<file path="src/rtl/luls_div.sv">
// ----------------------------------------------------------------------------
// luls_div
// Restoring fixed point divider, one quotient bit per cycle, saturated result.
// ----------------------------------------------------------------------------
`default_nettype none

module luls_div #(
  parameter int FRAC_BITS = 16
) (
  input  wire logic        clk,
  input  wire logic        rst,
  input  wire logic        start,
  input  wire logic [31:0] num,
  input  wire logic [31:0] den,
  output logic             done,
  output logic [31:0]      quo
);

  localparam int NW = 32 + FRAC_BITS;
  localparam int NCW = $clog2(NW + 1);
  localparam logic [NW-1:0] LIM_NEG = NW'(64'h8000_0000);
  localparam logic [NW-1:0] LIM_POS = NW'(64'h7FFF_FFFF);

  logic            busy;
  logic            fin;
  logic [NCW-1:0]  cnt;
  logic [31:0]     rem;
  logic [NW-1:0]   qs;
  logic [31:0]     dmag;
  logic            neg;
  logic [31:0]     nmag;
  logic [32:0]     rem_sh;
  logic            ge;

  assign nmag   = num[31] ? (~num + 32'd1) : num;
  assign rem_sh = {rem, qs[NW-1]};
  assign ge     = rem_sh >= {1'b0, dmag};

  always_ff @(posedge clk) begin
    if (rst) begin
      busy <= 1'b0;
      fin  <= 1'b0;
      done <= 1'b0;
    end else begin
      done <= 1'b0;
      if (start) begin
        busy <= 1'b1;
        cnt  <= NCW'(NW);
      end else if (busy) begin
        cnt <= cnt - NCW'(1);
        if (cnt == NCW'(1)) begin
          busy <= 1'b0;
          fin  <= 1'b1;
        end
      end else if (fin) begin
        fin  <= 1'b0;
        done <= 1'b1;
      end
    end
  end

  always_ff @(posedge clk) begin
    if (start) begin
      qs   <= {nmag, {FRAC_BITS{1'b0}}};
      rem  <= 32'd0;
      dmag <= den[31] ? (~den + 32'd1) : den;
      neg  <= num[31] ^ den[31];
    end else if (busy) begin
      rem <= ge ? 32'(rem_sh - {1'b0, dmag}) : rem_sh[31:0];
      qs  <= {qs[NW-2:0], ge};
    end else if (fin) begin
      if (neg) begin
        quo <= (qs > LIM_NEG) ? 32'h8000_0000 : (~qs[31:0] + 32'd1);
      end else begin
        quo <= (qs > LIM_POS) ? 32'h7FFF_FFFF : qs[31:0];
      end
    end
  end

endmodule

`default_nettype wire

</file>
<file path="config.mk">
export PLATFORM = sky130hd
export DESIGN_NAME = luls_div
export DESIGN_NICKNAME = d
export VERILOG_FILES = /design/src/rtl/luls_div.sv
export SDC_FILE = /design/constraint.sdc
export NUM_CORES = 1
export LEC_CHECK = 0
export BUFFER_PORTS_ARGS = -buffer_cell sky130_fd_sc_hd__buf_2
export CAP_MARGIN = 20
export CORE_ASPECT_RATIO = 1.2
export CORE_MARGIN = 2
export CORE_UTILIZATION = 60
export DETAILED_ROUTE_END_ITERATION = 10
export PLACE_DENSITY = 0.81
export SLEW_MARGIN = 20
export SYNTH_ARGS = -nofsm -noshare
export SYNTH_HDL_FRONTEND = slang
export SYNTH_SLANG_ARGS = --single-unit
</file>
<file path="constraint.sdc">
create_clock -name clk -period 9.62 [get_ports clk]
set_clock_uncertainty 0.05 [all_clocks]
set_input_delay 2.886 -clock clk [delete_from_list [all_inputs] [get_ports clk]]
set_output_delay 2.886 -clock clk [all_outputs]
set_load 0.1 [all_outputs]
</file>
After elaboration in Yosys (flattened, before gate mapping)
Index checks and enable logic that the tools add are counted.
Widths: inputs -> output; s select.
{ "totals": {"regBits": 154, "input_bits": 67, "out_inout_bits": 33, "elab_cells": 48} }
{ "op_classes": {"addsub": 5, "magnitude_cmp": 3, "eq_ne": 2, "n_mux": 15, "bitwise": 7, "n_reduce_logical": 5} }
{ "ops": {"columns": ["cell", "count"], "rows": [
  ["$mux 32", 5],
  ["$add 32x1->32 const B", 3],
  ["$mux 48", 2],
  ["$not 32->32", 3],
  ["$gt 48x31->1 const B", 1],
  ["$gt 48x32->1 const B", 1],
  ["$ge 33x32->1", 1],
  ["$sub 32x32->32", 1],
  ["$mux 31", 1],
  ["$eq 6x1->1 const B", 1],
  ["$mux 1", 6],
  ["$mux 6", 1],
  ["$sub 6x1->6 const B", 1],
  ["$reduce_and 2->1", 2],
  ["$not 1->1", 3],
  ["$reduce_and 3->1", 1],
  ["$reduce_or 3->1", 1],
  ["$ne 2x1->1 const B", 1],
  ["$reduce_bool 2->1", 1],
  ["$xor 1x1->1", 1]
]} }

Longest topological paths before layout
Gate-level depths: netlist of the first run.
{ "depth": {"word_depth": 4, "ltp_mapped": 13, "ltp_nobuf": 11} }

Least setup slack after synthesis of the first run
OpenSTA, ideal clock, no wires.
{ "synth_timing": {"kind": "input -> register", "start": "in den[9]", "end": "reg dmag[26], data pin", "setup_time_ns": 0.261, "arrival_time_ns": 5.112, "required_time_ns": 9.309, "path_slack_ns": 4.196, "stages": 8, "path_buffers": 0, "cell_sequence": "or4_4 -> nor4_4 -> inv_2 -> or4_4 -> or4_4 -> or2_4 -> o41ai_4 -> xnor2_1"} }
{ "synth_between": {"elab_chain_len": 3} }
{ "synth_rtl": {"columns": ["element", "line_no", "text"], "rows": [
  ["start, declared", "14", "input wire logic [31:0] den,"],
  ["$not 32->32", "66", "dmag <= den[31] ? (~den + 32'd1) : den;"],
  ["$add 32x1->32", "66", null],
  ["$mux 31", "66", null],
  ["end signal, assigned", "66", null],
  ["end, declared", "29", "logic [31:0] dmag;"]
]} }
No other way between the ends.
A chain may end at the register's enable or synchronous reset.

Worst setup path after layout of the first run
{ "layout_timing": {"start": "in den[0]", "end": "reg dmag[25], data pin"} }
The elaborated chain is that of the path after synthesis.

==> flow_metrics.env, run 1 <==
export IMPL_antenna_found_initial=0
export IMPL_synth_cell_type_count=68
export IMPL_path_clk_slew_ns=0.06
export IMPL_multi_input_area_um2=5390
export IMPL_fillers=1300
export IMPL_ys_ff_latch=154
export IMPL_hold_violations=0
export IMPL_finalCritPeriodShare_pct=54.4
export IMPL_synth_edf_count=103
export IMPL_pin_count=100
export IMPL_core_area_um2=16200
export IMPL_tns_ns=0
export IMPL_yosysMostFrequentCell="edfxtp_1"
export IMPL_area_growth_syn_to_layout_pct=11.7
export IMPL_cts_max_level=4
export IMPL_maxCapViolCount=0
export IMPL_rows=51
export IMPL_holdBufCountCts=0
export IMPL_first_pass_iters=7
export IMPL_place_area_um2=10500
export IMPL_power_total_w=0.00174
export IMPL_postCtsSetupBuffers=0
export IMPL_start_util_pct=61.3
export IMPL_hpwl_um=15800
export IMPL_rsz0062_at_grt="no"
export IMPL_ant_nets=0
export IMPL_worst_hold_slack_ns=0.414
export IMPL_clock_path_buffers=2
export IMPL_ys_seq_area_share_pct=41.4
export IMPL_required_ns=9.75
export IMPL_power_density_nw_per_um2=157
export IMPL_cp_end_kind="flop"
export IMPL_drive_gt1_share_pct=14.4
export IMPL_start_kind="input port"
export IMPL_worstPathArrival_ns=5.36
export IMPL_cts_inserted_buffers=17
export IMPL_grt_pass1_wl_um=36900
export IMPL_synth_cell_area_um2=9930
export IMPL_slew_headroom_pct=34.6
export IMPL_grt_ovfl_total=0
export IMPL_fmaxAchievable_ghz=0.191
export IMPL_ys_warn_count=0
export IMPL_nets=1226
export IMPL_clock_sinks=154
export IMPL_dieArea_um2=17600
export IMPL_finish_instance_area_um2=11100
export IMPL_dp_cells=1314
export IMPL_syn_instance_count=1051
export IMPL_worstMarginPinSlew_ns=0.979
export IMPL_cts_root_buf="clkbuf_16"
export IMPL_hold_path_class="flop to flop"
export IMPL_power_leakage_nw=4.38
export IMPL_yosys_top_cells_area="edfxtp_1 31%, dfxtp_1 10%, xnor2_1 6.1%"
export IMPL_grt_pass1_vias=7701
export IMPL_stdcell_count=1346
export IMPL_die_width_um=121
export IMPL_syn_num_nets=1156
export IMPL_place_gp_congestion=0.907
export IMPL_ys_flop_type="edfxtp_1"
export IMPL_cts_tree="yes"
export IMPL_wl_per_cell_um=16.7
export IMPL_finalWirelength_um=22500
export IMPL_clk_latency_ns=0.44
export IMPL_outcome="complete, no violations"
export IMPL_seqCellArea_um2=4120
export IMPL_timing_final_max_slew_violations=0
export IMPL_yosysTopAreaCell="edfxtp_1"
export IMPL_grt_use_total_pct=25.8
export IMPL_cts_resized=0
export IMPL_portBuffers=99
export IMPL_num_antenna_cells=0
export IMPL_vias=8271
export IMPL_routed_via_density=6.14
export IMPL_detail_route_iter0_violations=796
export IMPL_grt_max_degree=82
export IMPL_drc=0
export IMPL_setup_viol=0
export IMPL_period_needed_ns=5.23
export IMPL_setup_worst_path_class="input port to flop"
export IMPL_synth_async_reset_ratio_pct=0
export IMPL_synth_top_area_share_pct=31.2
export IMPL_fp_dieH_um=145
export IMPL_synth_area_per_cell_um2=9.45
export IMPL_ir_drop_uv=107
export IMPL_synth_common_cells="103 x edfxtp_1, 98 x nand2_1, 78 x nor2_1"
export IMPL_crit_fanout=5
-- registers in the layout (all words and copies together) (netlist names) --
signal / flops
fin: 1
done: 1
qs: 48
cnt: 6
busy: 1
dmag: 32
quo: 32
neg: 1
rem: 32
-- routing by layer --
metal	vias to the layer above	part of all wire, %	global-route usage, %
met3	44	4.6	3.73
met2	279	51	45.5
met5	-	0	0
li1	4066	-	-
met1	3882	42	31.4
met4	0	2.3	10.2
-- cell families (layout without fill, tap and decap cells) --
kind of cell	Yosys count	in the layout	share of synthesized area (%)
and+or+nand+nor	336	336	17.5
DFF	154	154	41.4
buffers and inverters	112	195	4.30
xor gates and xnor gates	89	89	7.85
adders and majority gates	38	38	4.86
muxes	39	39	3.94
AOI/OAI and AO/OA	283	283	20.1
-- final timing paths --
path	startpoint	to	slack, ns	cells after the start
setup / recovery	den[0]	dmag[25]	4.39	9
hold / removal	fin	fin	0.41	1
setup reg to reg	dmag[3]	rem[20]	5.46	10
hold reg to reg	fin	fin	0.41	1
-- layout by cell type, fill, tap and decap left out, types with 37 or more instances in the layout --
cell type	netlist	routed
nor2_1	78	78
o21ai_0	63	63
dfxtp_1	51	50
nand2_1	98	98
xnor2_1	69	69
mux2i_1	38	38
ha_1	37	37
inv_1	57	56
buf_2	2	98
a21oi_1	44	44
edfxtp_1	103	103
-- where the power goes --
group | switching (W) | leakage (nW) | internal [W]
sequential | 0.0000313 | 1.42 | 0.000756
combinational | 0.000185 | 2.68 | 0.000128
clock | 0.000270 | 0.283 | 0.000371
-- stage by stage --
stage                     utilization (%)  setup WS [ns]
after floorplan                         -           4.20
after global placement               65.0           4.00
after detailed placement             65.0           3.93
after CTS                            68.4           4.37
after global routing                 68.4           4.24
final                                68.4           4.39
-- worst max-delay path: stages --
cell and delay [ns]:
buf_2 0.12, or4_1 0.54, or4_1 0.52, or3b_1 0.43, nor2_1 0.11, nand2_1 0.10
or2_1 0.29, o31ai_1 0.26, xnor2_1 0.10
-- final cells by class --
type / count / area share (%)
Multi-Input combinational cell: 785 / 48.6
Clock inverter: 8 / 0.496
Sequential cell: 154 / 37.1
Tap cell: 212 / 2.39
Timing Repair Buffer: 105 / 4.89
Inverter: 58 / 1.96
Clock buffer: 24 / 4.58
Power figures use the tool's default switching activity.
==> inputs of run 2 (changes only) <==
--- a/config.mk
+++ b/config.mk
@@ -5,13 +5,14 @@
 export SDC_FILE = /design/constraint.sdc
 export NUM_CORES = 1
 export LEC_CHECK = 0
+export ABC_AREA = 1
 export BUFFER_PORTS_ARGS = -buffer_cell sky130_fd_sc_hd__buf_2
 export CAP_MARGIN = 20
 export CORE_ASPECT_RATIO = 1.2
 export CORE_MARGIN = 2
 export CORE_UTILIZATION = 60
 export DETAILED_ROUTE_END_ITERATION = 10
-export PLACE_DENSITY = 0.81
+export PLACE_DENSITY = 0.8
 export SLEW_MARGIN = 20
 export SYNTH_ARGS = -nofsm -noshare
 export SYNTH_HDL_FRONTEND = slang
==> constraint.sdc (replaced) <==
create_clock -name clk -period 4.85 [get_ports clk]
set_clock_uncertainty 0.05 [all_clocks]
set_input_delay 1.455 -clock clk [delete_from_list [all_inputs] [get_ports clk]]
set_output_delay 1.455 -clock clk [all_outputs]
set_load 0.1 [all_outputs]
==> run 2 against run 1 <==
- non-clock buffer count stayed put
- critical path depth is 3 higher
- final cell count is 43% higher
- total power is 95% higher
- global-route usage is 4.5 points higher
- flip-flop and latch count stayed put
- register-to-register slack worse by 3.7 ns
- wire length is 30% higher
- critical path type is now flop to flop
- sequential share of layout area is 4.0 points lower
- sequential power is 93% higher
- via count is 27% higher
- final area is 12% higher
- critical endpoint is now rem[31]
==> flow_metrics.env, run 2 <==
export IMPL_outcome="complete, no violations"
export IMPL_synth_top_area_share_pct=27.7
export IMPL_hold_violations=0
export IMPL_rows=54
export IMPL_yosysTopAreaCell="edfxtp_1"
export IMPL_setup_viol=0
export IMPL_fmaxAchievable_ghz=0.325
export IMPL_ys_flop_type="edfxtp_1"
export IMPL_syn_num_nets=1702
export IMPL_synth_async_reset_ratio_pct=0
export IMPL_finalCritPeriodShare_pct=63.4
export IMPL_top_register="qs"
export IMPL_synth_cell_type_count=51
export IMPL_period_needed_ns=3.08
export IMPL_place_area_um2=11800
export IMPL_crit_path_end="rem[31]"
export IMPL_path_common_cell="nand2_1"
export IMPL_min_from="rem[9]"
export IMPL_fin_ws_ns=1.77
export IMPL_cp_startpoint="dmag[18]"
export IMPL_synthSimpleGateAreaFrac_pct=33.3
export IMPL_ff2ff_path_depth=12
export IMPL_synth_area_per_cell_um2=6.99
export IMPL_wl_per_cell_um=15.2
export IMPL_cts_tree="yes"
export IMPL_detail_route_iter0_violations=666
export IMPL_slew_headroom_pct=37.3
export IMPL_dp_cells=1885
export IMPL_routed_via_density=5.48
export IMPL_cts_inserted_buffers=17
export IMPL_cp_cell_sequence="inv_1, ha_1, nand2_1, nor2_1, nand2_1, nor3_1, nand2_2, nand2_4, nand2_1, nand2_1, nand2_1, nand2_1"
export IMPL_pre_cts_ws_ns=1.37
export IMPL_drc=0
export IMPL_synth_adder_area_share_pct=4.33
export IMPL_timing_rr_end="rem[31]"
export IMPL_path_clk_slew_ns=0.07
export IMPL_stdcell_count=1920
export IMPL_grt_max_degree=51
export IMPL_crit_fanout=33
export IMPL_synthMuxAreaShare_pct=0
export IMPL_fp_dieH_um=153
export IMPL_cp_num_cells=12
export IMPL_cp_top_family="simple AND/OR/NAND/NOR gates"
export IMPL_reg2reg_slack_ns=1.77
export IMPL_area_growth_syn_to_layout_pct=11.3
export IMPL_crit_path_top_delay_cell="nand2_4"
export IMPL_portBuffers=99
export IMPL_hpwl_um=22000
export IMPL_setup_worst_path_class="flop to flop"
export IMPL_grt_pass1_vias=10000
export IMPL_clock_path_buffers=2
export IMPL_synth_top_family_by_area="simple AND/OR/NAND/NOR gates"
export IMPL_synth_edf_count=103
export IMPL_dieArea_um2=19700
export IMPL_reg2reg_from="dmag[18]"
export IMPL_ys_ff_latch=154
export IMPL_cts_resized=0
export IMPL_core_area_um2=18200
export IMPL_worstMarginPinSlew_ns=0.940
export IMPL_grt_ovfl_total=0
export IMPL_rsz0062_at_grt="no"
export IMPL_start_kind="flop"
export IMPL_die_width_um=128
export IMPL_power_total_w=0.00340
export IMPL_finalWirelength_um=29200
export IMPL_yosysMostFrequentCell="nand2_1"
export IMPL_pin_count=100
export IMPL_worstPathArrival_ns=3.40
export IMPL_cp_end_kind="flop"
export IMPL_tns_ns=0
export IMPL_grt_use_total_pct=30.3
export IMPL_cp_buffers_inverters=1
export IMPL_cts_max_level=4
export IMPL_ys_seq_area_share_pct=36.9
export IMPL_synth_compound_area_share_pct=9.83
export IMPL_syn_instance_count=1597
export IMPL_cts_root_buf="clkbuf_16"
export IMPL_layout_common_cells="487 x nand2_1, 242 x inv_1, 136 x nor2_1"
export IMPL_antenna_found_initial=2
export IMPL_yosys_top_cells_area="edfxtp_1 28%, nand2_1 16%, dfxtp_1 9.1%"
export IMPL_synth_cell_area_um2=11200
export IMPL_timing_final_max_slew_violations=0
export IMPL_clock_sinks=154
export IMPL_clk_latency_ns=0.44
export IMPL_grt_pass1_wl_um=47800
export IMPL_ir_drop_uv=258
export IMPL_maxCapViolCount=0
export IMPL_slowest_delay_ns=0.55
export IMPL_nets=1785
export IMPL_hold_path_class="flop to flop"
export IMPL_power_density_nw_per_um2=274
export IMPL_vias=10500
export IMPL_ys_warn_count=0
export IMPL_power_leakage_nw=6.14
export IMPL_synth_common_cells="487 x nand2_1, 242 x inv_1, 138 x nor2_1"
export IMPL_finish_instance_area_um2=12400
export IMPL_required_ns=5.17
export IMPL_largest_reg_flops=48
export IMPL_mostFrequentLayoutCell="nand2_1"
export IMPL_holdBufCountCts=0
export IMPL_start_util_pct=61.4
export IMPL_synthXorXnorAreaFrac_pct=5.42
export IMPL_drive_gt1_share_pct=10.9
export IMPL_place_gp_congestion=0.933
export IMPL_first_pass_iters=5
export IMPL_postCtsSetupBuffers=0
export IMPL_ant_nets=0
-- run 2: how the worst min path moves through the flow --
stage / endpoint / slack, ns / cells past startpoint
6_report: rem[9] / 0.42 / 2
5_1_grt: rem[15] / 0.44 / 2
4_1_cts: rem[9] / 0.42 / 2
3_5_place_dp: rem[15] / 0.41 / 2
3_3_place_gp: rem[3] / 0.41 / 2
2_1_floorplan: done / 0.39 / 2
-- run 2: through the flow --
step | utilization (%) | hold slack [ns]
2_1_floorplan | - | 0.387
3_3_place_gp | 64.8 | 0.409
3_5_place_dp | 64.8 | 0.413
4_1_cts | 68.3 | 0.423
5_1_grt | 68.3 | 0.438
6_report | 68.3 | 0.422
-- run 2: area by class of cell --
type	count	area [um^2]
clock inverters	15	196
inverters	250	938
flip-flops and latches	154	4110
diodes	3	7.51
repair buffers	105	541
well taps	224	280
fillers	1611	5760
clock buffers	17	425
multi-input cells	1152	5910
-- run 2: cell families after synthesis --
family / count (synthesis)
xor+xnor: 69
fa+ha+maj: 38
simple gates: 850
compound gates: 195
buf+inv: 291
flops: 154
-- run 2: tightest hold or removal path, stage by stage, from the launching register on --
cell and delay (ns):
dfxtp_1 0.33, nand2_1 0.06, nand2_1 0.04
-- run 2: per-layer routing --
metal / vias up / part of all wire, % / GRT usage (%)
li1: 5343 / - / -
met1: 4788 / 39 / 35.0
met2: 295 / 52 / 54.7
met3: 86 / 4.5 / 3.99
met4: 0 / 4.5 / 14.6
met5: - / 0 / 0
-- run 2: power breakdown --
| group | internal [W] | switching [W] | total, W |
|---|---|---|---|
| sequential | 0.00148 | 0.0000432 | 0.00152 |
| clock | 0.000749 | 0.000643 | 0.00139 |
| combinational | 0.000162 | 0.000321 | 0.000484 |
==> inputs of run 3 (changes only) <==
--- a/config.mk
+++ b/config.mk
@@ -5,14 +5,14 @@
 export SDC_FILE = /design/constraint.sdc
 export NUM_CORES = 1
 export LEC_CHECK = 0
-export ABC_AREA = 1
+export ABC_AREA = 0
 export BUFFER_PORTS_ARGS = -buffer_cell sky130_fd_sc_hd__buf_2
 export CAP_MARGIN = 20
 export CORE_ASPECT_RATIO = 1.2
 export CORE_MARGIN = 2
-export CORE_UTILIZATION = 60
+export CORE_UTILIZATION = 54
 export DETAILED_ROUTE_END_ITERATION = 10
-export PLACE_DENSITY = 0.8
+export PLACE_DENSITY = 0.77
 export SLEW_MARGIN = 20
 export SYNTH_ARGS = -nofsm -noshare
 export SYNTH_HDL_FRONTEND = slang
==> constraint.sdc (replaced) <==
create_clock -name clk -period 2.71 [get_ports clk]
set_clock_uncertainty 0.05 [all_clocks]
set_input_delay 0.813 -clock clk [delete_from_list [all_inputs] [get_ports clk]]
set_output_delay 0.813 -clock clk [all_outputs]
set_load 0.1 [all_outputs]
==> run 3 against run 2 <==
- the run now ends with setup timing left
- global-route usage down 1.2 points
- sequential power increased by 84%
- worst setup slack lost 2.2 ns
- clock power up 65%
- core utilization is 10 points higher
- final cell count down 17%
- first-iteration DRC count grew 21%
- worst hold slack lost 0.011 ns
- total power increased by 100%
- non-clock buffer count increased by 229
- highest routed layer unchanged
==> flow_metrics.env, run 3 (same netlist as run 1, synthesis figures left out) <==
export IMPL_outcome="finished, violations left"
export IMPL_violations="setup timing"
export IMPL_hpwl_um=18700
export IMPL_timing_final_max_slew_violations=0
export IMPL_nets=1456
export IMPL_reg2reg_from="qs[0]"
export IMPL_ant_nets=0
export IMPL_crit_path_top_delay_cell="or4_4"
export IMPL_setup_viol=56
export IMPL_worstHoldEndpoint="fin"
export IMPL_top_register="qs"
export IMPL_cts_tree="yes"
export IMPL_power_leakage_nw=5.74
export IMPL_grt_pass1_vias=9568
export IMPL_busiest_layer="met2"
export IMPL_fmaxAchievable_ghz=0.324
export IMPL_fp_dieH_um=153
export IMPL_start_kind="input port"
export IMPL_worstMarginPinSlew_ns=0.891
export IMPL_cp_startpoint="den[9]"
export IMPL_grtUsageMet3_pct=4.95
export IMPL_grt_pass1_wl_um=45700
export IMPL_cp_top_family="simple AND/OR/NAND/NOR gates"
export IMPL_tns_ns=-7.52
export IMPL_min_delay_path_depth=1
export IMPL_cts_inserted_buffers=17
export IMPL_fillers=1048
export IMPL_portBuffers=99
export IMPL_path_clk_slew_ns=0.06
export IMPL_clock_path_buffers=2
export IMPL_clk_latency_ns=0.43
export IMPL_rows=54
export IMPL_cp_end_kind="flop"
export IMPL_slew_headroom_pct=40.6
export IMPL_clock_sinks=154
export IMPL_worstPathArrival_ns=3.21
export IMPL_ir_drop_uv=459
export IMPL_reg2reg_slack_ns=-0.30
export IMPL_period_needed_ns=3.09
export IMPL_dieArea_um2=19500
export IMPL_cts_max_level=4
export IMPL_use_met2_pct=52.6
export IMPL_rsz0062_at_grt="yes"
export IMPL_num_antenna_cells=0
export IMPL_first_pass_iters=6
export IMPL_worst_hold_slack_ns=0.411
export IMPL_hold_path_class="flop to flop"
export IMPL_core_area_um2=18100
export IMPL_grt_max_degree=46
export IMPL_setup_worst_path_class="input port to flop"
export IMPL_drive_gt1_share_pct=39.5
export IMPL_slowest_delay_ns=0.54
export IMPL_fin_ws_ns=-0.380
export IMPL_pre_cts_ws_ns=-0.864
export IMPL_area_growth_syn_to_layout_pct=43.2
export IMPL_wl_per_cell_um=19.8
export IMPL_finish_instance_area_um2=14200
export IMPL_min_from="fin"
export IMPL_cts_root_buf="clkbuf_16"
export IMPL_cp_buffers_inverters=3
export IMPL_pin_count=100
export IMPL_largest_reg_flops=48
export IMPL_required_ns=2.83
export IMPL_holdBufCountCts=0
export IMPL_die_width_um=128
export IMPL_cp_cell_sequence="buf_6, or4_4, nor4_4, inv_2, or4_4, or4_4, buf_6, o41ai_4, xnor2_1"
export IMPL_ff2ff_path_depth=10
export IMPL_layout_common_cells="199 x buf_4, 103 x edfxtp_1, 97 x buf_2"
export IMPL_finalCritPeriodShare_pct=114
export IMPL_start_util_pct=54.8
export IMPL_drc=0
export IMPL_mostFrequentLayoutCell="buf_4"
export IMPL_grt_met1_usage_pct=33.1
export IMPL_routed_via_density=6.21
export IMPL_crit_fanout=2
export IMPL_place_area_um2=12000
export IMPL_grt_use_total_pct=29.1
export IMPL_path_common_cell="or4_4"
export IMPL_finalWirelength_um=31400
export IMPL_hold_violations=0
export IMPL_detail_route_iter0_violations=804
export IMPL_maxCapViolCount=0
export IMPL_grt_ovfl_total=0
export IMPL_antenna_found_initial=0
export IMPL_vias=9857
export IMPL_place_gp_congestion=0.962
export IMPL_power_density_nw_per_um2=484
export IMPL_timing_rr_end="quo[29]"
## run 3: changes by cell type in the layout (fill, tap and decap cells not counted), sizes merged, moves of 22 or more
cell / before / now
nand3b: 38 / 4
inv: 256 / 59
xnor2: 27 / 69
mux2i: 0 / 38
nand2: 493 / 99
nand3: 103 / 13
buf: 105 / 334
nor2: 150 / 78
a22o: 0 / 31
o21ai: 104 / 63
xor2: 42 / 20
o31ai: 3 / 28
## run 3: repair_timing
item,CTS,global route
gates cloned,5,0
pin swaps,36,67
gates resized for setup,97,146
buffers inserted,33,21
endpoints found under the setup margin,73,78
## run 3: how the worst max path moves through the flow
| stage | endpoint | slack (ns) | cells past startpoint |
|---|---|---|---|
| global placement | dmag[26] | -0.79 | 9 |
| floorplan | dmag[26] | -0.64 | 8 |
| detailed placement | dmag[30] | -0.86 | 9 |
| finish | dmag[22] | -0.38 | 9 |
| global route | dmag[26] | -0.47 | 9 |
| CTS | dmag[26] | -0.36 | 9 |
## run 3: per-stage QoR
stage               util [%]  power [W]  std cells
floorplan                  -    0.00364       1051
global placement        66.5    0.00418       1504
detailed placement      66.5    0.00422       1504
CTS                     74.2    0.00661       1574
global route            78.5    0.00710       1588
finish                  78.5    0.00688       1588
## run 3: cell type report
class / instances / area (um^2) / share of cell area [%]
multi-input cells: 786 / 6530 / 46.0
flip-flops and latches: 154 / 4120 / 29.0
repair buffers: 334 / 2500 / 17.6
clock buffers: 19 / 433 / 3.05
well taps: 224 / 280 / 1.97
inverters: 58 / 220 / 1.55
clock inverters: 13 / 128 / 0.898
## run 3: per-layer routing
metal | wire length [um] | vias to the layer above | share of wire [%]
li1 | - | 4519 | -
met2 | 16500 | 488 | 52
met3 | 1920 | 127 | 6.1
met5 | 0 | - | 0
met1 | 11600 | 4723 | 37
met4 | 1480 | 0 | 4.7
## run 3: report_power, final
group          switching (W)  internal (W)
Combinational       0.000969      0.000820
Sequential          0.000109       0.00268
Clock               0.000960       0.00134
